File: src/rtl/bfra_pkg.sv
// Package for the best-fit range allocator: request/result structs, codes.
// No dependencies.
package bfra_pkg;

	// slots the heap can ever hold; heap_size writes clamp to this
	localparam int MAX_SLOTS = 1024;

	typedef enum logic [0:0] {
		CMD_ALLOC = 1'b0,
		CMD_FREE  = 1'b1
	} cmd_t;

	typedef enum logic [1:0] {
		ST_OK   = 2'd0,
		ST_FAIL = 2'd1,
		ST_FULL = 2'd2
	} status_t;

	typedef struct packed {
		logic [0:0]  cmd;
		logic [10:0] count;
		logic [9:0]  range_start;
	} req_t;

	typedef struct packed {
		logic [1:0]  status;
		logic [9:0]  slot_offset;
		logic [10:0] free_total;
	} rsp_t;

	typedef enum logic [1:0] {
		FSM_IDLE,
		FSM_SCAN,
		FSM_APPLY,
		FSM_OUT
	} fsm_t;

endpackage

File: src/rtl/bfra_cell.sv
// One segment-table entry of the allocator chain.
// Depends on bfra_pkg.
module bfra_cell import bfra_pkg::*; #(
	parameter int SW = 10,
	parameter int LW = 11,
	parameter logic          RST_VALID = 1'b0,
	parameter logic [LW-1:0] RST_LEN   = '0
) (
	input  logic          clk,
	input  logic          arst_n,
	input  logic          init,
	input  logic          init_first,
	input  logic [LW-1:0] init_len,
	input  logic          shift,
	input  logic          in_valid,
	input  logic [SW-1:0] in_start,
	input  logic [LW-1:0] in_len,
	input  logic          wr,
	input  logic          wr_valid,
	input  logic [SW-1:0] wr_start,
	input  logic [LW-1:0] wr_len,
	output logic          valid,
	output logic [SW-1:0] start,
	output logic [LW-1:0] len
);
	logic          valid_q;
	logic [SW-1:0] start_q;
	logic [LW-1:0] len_q;

	always_ff @(posedge clk or negedge arst_n) begin
		if (!arst_n) begin
			valid_q <= RST_VALID;
			start_q <= '0;
			len_q   <= RST_LEN;
		end else if (init) begin
			valid_q <= init_first;
			start_q <= '0;
			len_q   <= init_first ? init_len : '0;
		end else if (wr) begin
			valid_q <= wr_valid;
			start_q <= wr_start;
			len_q   <= wr_len;
		end else if (shift) begin
			valid_q <= in_valid;
			start_q <= in_start;
			len_q   <= in_len;
		end
	end

	assign valid = valid_q;
	assign start = start_q;
	assign len   = len_q;
endmodule

File: src/rtl/best_fit_range_allocator.sv
// Best-fit range allocator top level: rotating chain of segment cells plus
// a scan/apply controller. Depends on bfra_pkg and bfra_cell.
//
// The free table is a ring of MAX_SEGMENTS cells that rotates one entry per
// cycle while a request is scanned or applied; the head cell is examined each
// cycle of a rotation. After reset entry zero holds one segment covering the
// whole heap. A request runs in four phases: the accept cycle, one full
// rotation to scan (best fit, or overlap and neighbors on a free), a second
// full rotation that rewrites the chosen entries as they pass the head, then
// the OUT state that finishes loading the result. The result is presented in
// the following cycle. A heap_size write reloads the table (one segment at
// offset 0, or none for a zero size).
// Results wait in an output register until taken; no new request is taken
// while a result is pending.
module best_fit_range_allocator import bfra_pkg::*; #(
	parameter int MAX_SEGMENTS = 64
) (
	input  logic        clk,
	input  logic        arst_n,
	input  logic        in_valid,
	output logic        in_stall,
	input  req_t        in_data,
	output logic        out_valid,
	input  logic        out_stall,
	output rsp_t        out_data,
	input  logic        cfg_valid,
	output logic        cfg_ready,
	input  logic [10:0] cfg_data
);
	localparam int SW = 10;
	localparam int LW = 11;
	localparam int NW = $clog2(MAX_SEGMENTS);
	localparam logic [LW:0] MAXS = (MAX_SLOTS > 2047) ? 12'd2047 : 12'(MAX_SLOTS);
	localparam logic [LW-1:0] RST_HEAP = LW'(MAX_SLOTS > 1024 ? 1024 : MAX_SLOTS);

	fsm_t state_q, state_d;
	logic [NW-1:0] pos_q;       // index of entry at head
	logic          wrap_q;
	req_t          req_q;
	logic [LW-1:0] heap_q, free_q;
	rsp_t          rsp_q;
	status_t       st_c;        // outcome, valid once the scan rotation is done
	// scan results, by entry index
	logic          best_v_q, low_v_q, up_v_q, emp_v_q, ovl_q;
	logic [NW-1:0] best_i_q, low_i_q, up_i_q, emp_i_q;
	logic [SW-1:0] best_s_q;
	logic [LW-1:0] best_l_q, up_l_q;

	logic          h_valid [MAX_SEGMENTS];
	logic [SW-1:0] h_start [MAX_SEGMENTS];
	logic [LW-1:0] h_len   [MAX_SEGMENTS];
	logic          wr_c;
	logic          wr_v;
	logic [SW-1:0] wr_s;
	logic [LW-1:0] wr_l;
	logic          shift, init;
	logic [LW-1:0] eff;

	assign eff = ({1'b0, cfg_data} > MAXS) ? MAXS[LW-1:0] : cfg_data;
	assign init = cfg_valid && cfg_ready;
	assign cfg_ready = (state_q == FSM_IDLE) && !out_valid;
	assign shift = (state_q == FSM_SCAN) || (state_q == FSM_APPLY);

	genvar g;
	generate
		for (g = 0; g < MAX_SEGMENTS; g++) begin : g_cell
			localparam int NX = (g + 1) % MAX_SEGMENTS;
			bfra_cell #(
				.SW(SW), .LW(LW),
				.RST_VALID(g == 0),
				.RST_LEN(g == 0 ? RST_HEAP : '0)
			) u_cell (
				.clk, .arst_n, .init,
				.init_first(g == 0 && eff != '0),
				.init_len(eff),
				.shift,
				.in_valid(h_valid[NX]), .in_start(h_start[NX]), .in_len(h_len[NX]),
				.wr(g == MAX_SEGMENTS - 1 && wr_c),
				.wr_valid(wr_v), .wr_start(wr_s), .wr_len(wr_l),
				.valid(h_valid[g]), .start(h_start[g]), .len(h_len[g])
			);
		end
	endgenerate

	// head = cell 0; after a shift it lands in the last cell with update
	logic [LW:0] hend, rend;
	assign hend = {1'b0, h_start[0]} + {1'b0, h_len[0]};
	assign rend = {2'b0, req_q.range_start} + {1'b0, req_q.count};

	always_comb begin
		wr_c = 1'b0;
		wr_v = h_valid[0];
		wr_s = h_start[0];
		wr_l = h_len[0];
		if (state_q == FSM_APPLY && st_c == ST_OK) begin
			if (req_q.cmd == CMD_ALLOC) begin
				if (pos_q == best_i_q) begin
					wr_c = 1'b1;
					wr_v = (best_l_q != req_q.count);
					wr_s = wr_v ? (best_s_q + req_q.count[SW-1:0]) : '0;
					wr_l = wr_v ? (best_l_q - req_q.count) : '0;
				end
			end else if (low_v_q) begin
				if (pos_q == low_i_q) begin
					wr_c = 1'b1;
					wr_l = h_len[0] + req_q.count + (up_v_q ? up_l_q : '0);
				end else if (up_v_q && pos_q == up_i_q) begin
					wr_c = 1'b1; wr_v = 1'b0; wr_s = '0; wr_l = '0;
				end
			end else if (up_v_q) begin
				if (pos_q == up_i_q) begin
					wr_c = 1'b1;
					wr_s = req_q.range_start;
					wr_l = h_len[0] + req_q.count;
				end
			end else if (pos_q == emp_i_q) begin
				wr_c = 1'b1; wr_v = 1'b1;
				wr_s = req_q.range_start;
				wr_l = req_q.count;
			end
		end
	end

	// outcome from the complete scan; held steady through the apply rotation
	always_comb begin
		st_c = ST_OK;
		if (req_q.cmd == CMD_ALLOC) begin
			if (req_q.count == '0 || req_q.count > free_q || !best_v_q)
				st_c = ST_FAIL;
		end else if (req_q.count == '0 || rend > {1'b0, heap_q} || ovl_q) begin
			st_c = ST_FAIL;
		end else if (!low_v_q && !up_v_q && !emp_v_q) begin
			st_c = ST_FULL;
		end
	end

	always_comb begin
		state_d = state_q;
		case (state_q)
			FSM_IDLE:  if (in_valid && !in_stall) state_d = FSM_SCAN;
			FSM_SCAN:  if (wrap_q) state_d = FSM_APPLY;
			FSM_APPLY: if (wrap_q) state_d = FSM_OUT;
			FSM_OUT:   state_d = FSM_IDLE;
			default:   state_d = FSM_IDLE;
		endcase
	end

	assign in_stall = (state_q != FSM_IDLE) || out_valid;
	logic out_v_q;
	assign out_valid = out_v_q;
	assign out_data = rsp_q;

	always_ff @(posedge clk or negedge arst_n) begin
		if (!arst_n) begin
			state_q <= FSM_IDLE;
			out_v_q <= 1'b0;
			heap_q  <= RST_HEAP;
			free_q  <= RST_HEAP;
			pos_q   <= '0;
			wrap_q  <= 1'b0;
			rsp_q   <= '0;
		end else begin
			state_q <= state_d;
			if (out_v_q && !out_stall) out_v_q <= 1'b0;
			if (init) begin
				heap_q <= eff;
				free_q <= eff;
			end
			if (shift) begin
				pos_q  <= (pos_q == NW'(MAX_SEGMENTS - 1)) ? '0 : pos_q + 1'b1;
				wrap_q <= (pos_q == NW'(MAX_SEGMENTS - 2));
			end else begin
				wrap_q <= 1'b0;
			end
			if (state_q == FSM_APPLY && wrap_q) begin
				rsp_q.status      <= st_c;
				rsp_q.slot_offset <= (req_q.cmd == CMD_ALLOC && st_c == ST_OK) ?
					best_s_q : '0;
				if (st_c == ST_OK) begin
					if (req_q.cmd == CMD_ALLOC) free_q <= free_q - req_q.count;
					else free_q <= free_q + req_q.count;
				end
			end
			if (state_q == FSM_OUT) begin
				out_v_q <= 1'b1;
				rsp_q.free_total <= free_q;
			end
		end
	end

	// request capture and scan datapath
	always_ff @(posedge clk) begin
		if (state_q == FSM_IDLE && in_valid && !in_stall) begin
			req_q    <= in_data;
			best_v_q <= 1'b0;
			low_v_q  <= 1'b0;
			up_v_q   <= 1'b0;
			emp_v_q  <= 1'b0;
			ovl_q    <= 1'b0;
		end else if (state_q == FSM_SCAN) begin
			if (!h_valid[0]) begin
				if (!emp_v_q) begin
					emp_v_q <= 1'b1;
					emp_i_q <= pos_q;
				end
			end else begin
				if (h_len[0] >= req_q.count && (!best_v_q || h_len[0] < best_l_q ||
					(h_len[0] == best_l_q && h_start[0] < best_s_q))) begin
					best_v_q <= 1'b1;
					best_i_q <= pos_q;
					best_l_q <= h_len[0];
					best_s_q <= h_start[0];
				end
				if ({2'b0, req_q.range_start} < hend && {2'b0, h_start[0]} < rend)
					ovl_q <= 1'b1;
				if (hend == {2'b0, req_q.range_start}) begin
					low_v_q <= 1'b1;
					low_i_q <= pos_q;
				end
				if ({2'b0, h_start[0]} == rend) begin
					up_v_q <= 1'b1;
					up_i_q <= pos_q;
					up_l_q <= h_len[0];
				end
			end
		end
	end
endmodule

File: config.mk
export PLATFORM = sky130hd
export DESIGN_NAME = best_fit_range_allocator
export DESIGN_NICKNAME = d
export VERILOG_FILES = /design/src/rtl/bfra_pkg.sv /design/src/rtl/bfra_cell.sv /design/src/rtl/best_fit_range_allocator.sv
export SDC_FILE = /design/constraint.sdc
export NUM_CORES = 2
export LEC_CHECK = 0
export BUFFER_PORTS_ARGS = -buffer_cell sky130_fd_sc_hd__buf_2
export CORE_MARGIN = 5
export CORE_UTILIZATION = 60
export DETAILED_ROUTE_END_ITERATION = 16
export PLACE_DENSITY = 0.83
export SLEW_MARGIN = 5
export SYNTH_ARGS = -nofsm -noshare
export SYNTH_HDL_FRONTEND = slang
export SYNTH_SLANG_ARGS = --single-unit
File: constraint.sdc
create_clock -name clk -period 7.5 [get_ports clk]
set_input_delay 1.125 -clock clk [delete_from_list [all_inputs] [get_ports clk]]
set_output_delay 1.125 -clock clk [all_outputs]
set_load 0.01 [all_outputs]
# --- Yosys cells after proc, flatten, opt, wreduce, memory -nomap -nowiden ---
# Cells that the tools add are included.
word_totals:
  ff_bits: 1546
  input_bits: 38
  wordCells: 745
op_classes:
  n_addsub: 9
  order_cmp: 8
  n_eq_ne: 16
  muxes: 444
  n_bitwise: 4
  reduce_logical: 48
ops:
  columns: ["op", "n"]
  rows:
  - ["$mux 11", 146]
  - ["$mux 10", 140]
  - ["$mux 1", 150]
  - ["$add 11x11->11", 3]
  - ["$add 10x11->12", 2]
  - ["$eq 6x6->1", 4]
  - ["$lt 10x12->1", 2]
  - ["$sub 11x11->11", 2]
  - ["$reduce_and 4->1", 4]
  - ["$logic_and 1x1->1", 15]
  - ["$reduce_and 3->1", 5]
  - ["$eq 10x12->1", 1]
  - ["$eq 12x10->1", 1]
  - ["$eq 6x6->1 const B", 2]
  - ["$gt 12x11->1", 1]
  - ["$mux 2", 6]
  - ["$eq 11x11->1", 1]
  - ["$ge 11x11->1", 1]
  - ["$gt 11x11->1", 1]
  - ["$gt 11x11->1 const B", 1]
  - ["$logic_not 11->1", 1]
  - ["$lt 11x11->1", 1]
  - ["$ne 11x11->1", 1]
  - ["$reduce_bool 11->1", 1]
  - ["other kinds (15)", 37]

# --- Logic depth before layout (Yosys ltp) ---
depth:
  word_depth: 11
  depth_mapped: 17
  mapped_depth_nobuf: 16

# --- By module ---
# A second synthesis with hierarchy kept.
hier_totals:
  hier_cells: 7840
  hier_area_um2: 86864.6
modules_own_cells:
  columns: ["mod", "n_inst", "cells_per_inst", "area_each_um2"]
  rows:
  - ["bfra_cell (g_cell[10].u_cell ...)", 63, 104, 1182.4]
  - ["best_fit_range_allocator", 1, 1184, 11189.5]
  - ["bfra_cell (g_cell[0].u_cell)", 1, 104, 1184.9]

# --- Worst setup path before layout ---
# Ideal clock, no wire load.
synth_path:
  path_kind: "register to register"
  start: "register req_q[10] in the netlist's numbering"
  end: "register g_cell[63].u_cell.len_q[8]"
  setup_ns: 0.120
  arrival_ns: 4.232
  t_required_ns: 7.380
  path_slack_ns: 3.148
  path_stages_with_launch: 18
  path_buffers: 1
  synth_period_minus_slack_ns: 4.352
  cell_sequence: "edfxtp_1 > ha_1 > fa_1 > a21o_1 > a21oi_1 > o21ai_0 > o41ai_1 > xnor2_1 > ha_1 > o21a_1 > o21a_1 > o32ai_1 > a31oi_1 > or4_4 > a21oi_4 > buf_4 > o2111ai_1 > o211a_1"
synth_between:
  elab_chain_len: 11
synth_rtl:
  columns: ["element", "line", "rtl"]
  rows:
  - ["start: declaration", "best_fit_range_allocator.sv:39", "req_t req_q;"]
  - ["start signal: assignment", "best_fit_range_allocator.sv:194", "req_q <= in_data;"]
  - ["$add 10x11->12", "best_fit_range_allocator.sv:88", "assign rend = {2'b0, req_q.range_start} + {1'b0, req_q.count};"]
  - ["$gt 12x11->1", "best_fit_range_allocator.sv:130", "end else if (req_q.count == '0 || rend > {1'b0, heap_q} || ovl_q) begin"]
  - ["$logic_or 1x1->1 (2 in series)", "best_fit_range_allocator.sv:130", null]
  - ["$mux 2", "best_fit_range_allocator.sv:130", null]
  - ["$mux 2", "best_fit_range_allocator.sv:127", "if (req_q.cmd == CMD_ALLOC) begin"]
  - ["$logic_not 2->1", "best_fit_range_allocator.sv:95", "if (state_q == FSM_APPLY && st_c == ST_OK) begin"]
  - ["$logic_and 1x1->1", "best_fit_range_allocator.sv:95", null]
  - ["$mux 11 or $mux 1 (tied branches)", "best_fit_range_allocator.sv:95", null]
  - ["$mux 11", "bfra_cell.sv:39", "end else if (wr) begin"]
  - ["$mux 11", "bfra_cell.sv:35", "end else if (init) begin"]
  - ["end signal: assignment", "bfra_cell.sv:38", "len_q <= init_first ? init_len : '0;"]
  - ["end signal: assignment", "bfra_cell.sv:42", "len_q <= wr_len;"]
  - ["end signal: assignment", "bfra_cell.sv:46", "len_q <= in_len;"]
  - ["end: declaration", "bfra_cell.sv:28", "logic [LW-1:0] len_q;"]
# Several ways; a longest one is shown, not always the timed one.
# A chain may end at the register's enable or synchronous reset.

# --- Final worst setup path ---
layout_path:
  start: "register req_q[10] in the netlist's numbering"
  end: "register g_cell[63].u_cell.start_q[6]"
layout_between:
  elab_chain_len: 11
layout_rtl:
  columns: ["element", "line", "rtl"]
  rows:
  - ["$add 10x11->12", "best_fit_range_allocator.sv:88", null]
  - ["$gt 12x11->1", "best_fit_range_allocator.sv:130", null]
  - ["$logic_or 1x1->1 (2 in series)", "best_fit_range_allocator.sv:130", null]
  - ["$mux 2", "best_fit_range_allocator.sv:130", null]
  - ["$mux 2", "best_fit_range_allocator.sv:127", null]
  - ["$logic_not 2->1", "best_fit_range_allocator.sv:95", null]
  - ["$logic_and 1x1->1", "best_fit_range_allocator.sv:95", null]
  - ["$mux 10 or $mux 1 (tied branches)", "best_fit_range_allocator.sv:95", null]
  - ["$mux 10", "bfra_cell.sv:39", null]
  - ["$mux 10", "bfra_cell.sv:35", null]
  - ["end signal: assignment", "bfra_cell.sv:41", "start_q <= wr_start;"]
  - ["end signal: assignment", "bfra_cell.sv:45", "start_q <= in_start;"]
  - ["end: declaration", "bfra_cell.sv:27", "logic [SW-1:0] start_q;"]
# Several ways; a longest one is shown, not always the timed one.

==> impl_metrics.toml <==
[status]
status = "completed"

[timing]
fmax_mhz = 178
finalCritPeriodShare = 0.749
setup_violations = 0
tightest_slew_ns = 1.14
slew_headroom = 0.241
rsz0062_at_grt = "no"
layout_setup_ws_ns = 1.88
clock_skew_ns = 0.0230
slew_viol_final = 0
fin_crit_ns = 5.62
fin_setup_tns_ns = 0
hold_ws_ns = 0.389
hold_violations = 0

[synthesis]
ys_ff_latch = 1546
netlist_instances = 4377
synth_xor_area_frac = 0.0115
synth_area_per_cell_um2 = 13.8
synthMuxAreaShare = 0.00703
ys_seq_area_frac = 0.648
synth_compound_area_frac = 0.244
syn_nets = 4573
synth_edf_count = 78
synth_cell_types = 74
synth_area_um2 = 60300
synth-warning-count = 0
synthAdderAreaFrac = 0.0338
synth_top_family_by_area = "compound AO/OA/AOI/OAI gates"
synth-simple-area-share = 0.0280
synthArstFlopShare = 0.946
ys.flop_type = "dfrtp_1"

[power_and_ir_drop]
p_comb_frac = 0.306
clock_power_share = 0.311
p_leak_nw = 32.2
power_density_nw_per_um2 = 373
power_switching_mw = 9.65
p_seq_frac = 0.383
p_int_mw = 15.2
peakVddDrop_uv = 1130
sw_frac_of_total = 0.389

[global_routing]
grtUsageTotal = 0.228
grt_max_degree = 250
grt_pass1_vias = 36400
gr-total-overflow = 0
grt_first_pass_wirelength_um = 201000
antenna_found_initial = 2

[layout]
ff_latch_area_um2 = 39100
area_growth_syn_to_layout_pct = 10.4
layout_commonest_cell = "dfrtp_1"
final_core_util = 0.666
final_cell_mix = "dfrtp_1 (1459), a22o_1 (1374), clkbuf_16 (157)"
drive_gt1_frac = 0.0893
fin_nets = 4476
instances_no_fill = 5701
fillCellCount = 6704
multi_input_area_um2 = 19600
antennaDiodeCount = 0

[worst_setup_path]
cp.required_ns = 8.15
path_max_fanout = 37
r2r_cells = 16
cp_slowest_cell = "a21oi_4"
worstPathArrival_ns = 6.27
worst-setup-path-type = "flop to flop"
cp_slowest_stage_delay_ns = 0.89
r2r_slack_ns = 1.88
cp_cell_sequence = "ha_1 -> fa_1 -> a21o_1 -> a21oi_1 -> o21ai_0 -> o41ai_1 -> xnor2_1 -> ha_1 -> o21a_1 -> o21a_1 -> o32ai_1 -> a31oi_1 -> or4_4 -> a21oi_4 -> a211oi_1 -> a211oi_2"
cp-start-kind = "flop"
endpoint_kind = "flop"

[clock_network]
clk_pin_slew_ns = 0.06
postCtsSetupBuffers = 0
cts_hold_buf = 0
cts.sinks = 1546
cts_buffers = 149
cts_tree = "yes"
clockBufferDepth = 3
cts_root_buffer = "clkbuf_16"
post_cts_resized = 0
htree_levels = 4
clk_latency_ns = 0.75

[die]
die_h_um = 327
io_pins = 64
dieWidth_um = 327
core_area_um2 = 100000
die-area_um2 = 107000
start_util = 0.603
placementRows = 116

[route]
wl_per_cell_um = 21.6
vias_per_cell = 6.48
wl_um = 123000
route.detailed.drc = 0
dr.pass1.iters = 5
drtIter0Drc = 4093
via_count = 36900
ant_nets = 0

[place]
numPortBuffers = 63
dp.cells = 5427
post-dp-hpwl_um = 70800
gp_congestion = 0.934
place_ws_ns = 1.98

[hold_path]
hp-class = "input port to async pin"

[job]
drv_cap = 0
[critical path, delay by kind of cell (launching register included)]
| kind | cells | cell delay, ns |
|---|---|---|
| adders and majority gates | 3 | 1.01 |
| DFF | 1 | 0.56 |
| AOI/OAI and AO/OA | 11 | 3.07 |
| xor gates and xnor gates | 1 | 0.22 |
| and+or+nand+nor | 1 | 0.60 |
[routing by layer]
metal / share of wire / GRT usage / vias to the layer above
li1: - / - / 16600
met1: 0.46 / 0.350 / 19200
met4: 0.025 / 0.0695 / 2
met2: 0.45 / 0.339 / 995
met3: 0.058 / 0.0415 / 207
met5: 0.00011 / 0 / -
[per-stage QoR]
step	area [µm²]	power, mW
finish	66600	24.8
global placement	61500	17.1
CTS	66600	24.9
floorplan	60300	15.4
global route	66600	26.1
detailed placement	61500	17.1
[cells by family (layout without fill, tap and decap cells)]
family / Yosys count / count (layout)
simple gates: 345 / 345
fa+ha+maj: 158 / 158
compound gates: 1765 / 1765
flops: 1546 / 1546
xor+xnor: 79 / 79
mux: 40 / 40
buf+inv: 444 / 470
[path summary, 6_finish.rpt]
check | start | endpoint
worst max-delay path | req_q[10] | g_cell[63].u_cell.start[6]
worst min-delay path | arst_n | g_cell[9].u_cell.start[6]
worst max register to register | req_q[10] | g_cell[63].u_cell.start[6]
worst min register to register | g_cell[29].u_cell.len[10] | g_cell[28].u_cell.len[10]
max in group asynchronous | arst_n | g_cell[43].u_cell.start[0]
min in group clk | g_cell[29].u_cell.len[10] | g_cell[28].u_cell.len[10]
[cell usage after synthesis (all sizes together), types with 7 or more instances]
cell type	n	area, µm²
a22o	1374	12000
o22ai	7	43.8
o21bai	13	97.6
nand2b	9	56.3
ha	150	1880
nor3	26	135
o21a	19	143
fa	8	160
o211ai	11	82.6
nor2	84	315
mux2i	21	210
inv	91	342
mux2	19	214
o31ai	16	125
nand3	30	150
a21oi	81	424
o21ai	78	390
a22oi	9	67.6
nor2b	30	188
buf	46	196
xor2	31	272
xnor2	48	420
edfxtp	78	2340
a31oi	18	113
a221oi	13	114
clkbuf	307	1150
a211oi	41	348
and2	15	93.8
nor4	9	56.3
or2	7	43.8
nand2	95	357
dfrtp	1459	36500
nand4	11	68.8
a21o	30	225
[flip-flops by register name, summed over array words and instances (netlist names), 10 cells and up]
register	flops
best_l_q	11
best_s_q	10
free_q	11
g_cell.u_cell.len	704
g_cell.u_cell.start	640
g_cell.u_cell.valid	64
heap_q	11
out_data	23
req_q	22
up_l_q	11
[power by group through the flow]
| stage | combinational [mW] | clock [mW] | sequential [mW] |
|---|---|---|---|
| after floorplan | 6.01 | 0 | 9.37 |
| after global placement | 7.47 | 0 | 9.61 |
| after detailed placement | 7.50 | 0 | 9.62 |
| after CTS | 7.53 | 7.88 | 9.49 |
| after global routing | 8.36 | 8.20 | 9.55 |
| final | 7.60 | 7.71 | 9.51 |
[final cells by class]
cell class	count	area share
clock buffer	230	0.0684
multi-input combinational	2387	0.294
clock inverter	44	0.00857
inverter	91	0.00513
tap	1298	0.0244
timing repair buffer	105	0.0131
sequential	1546	0.586
No activity file was read; power rests on OpenSTA's default activity.
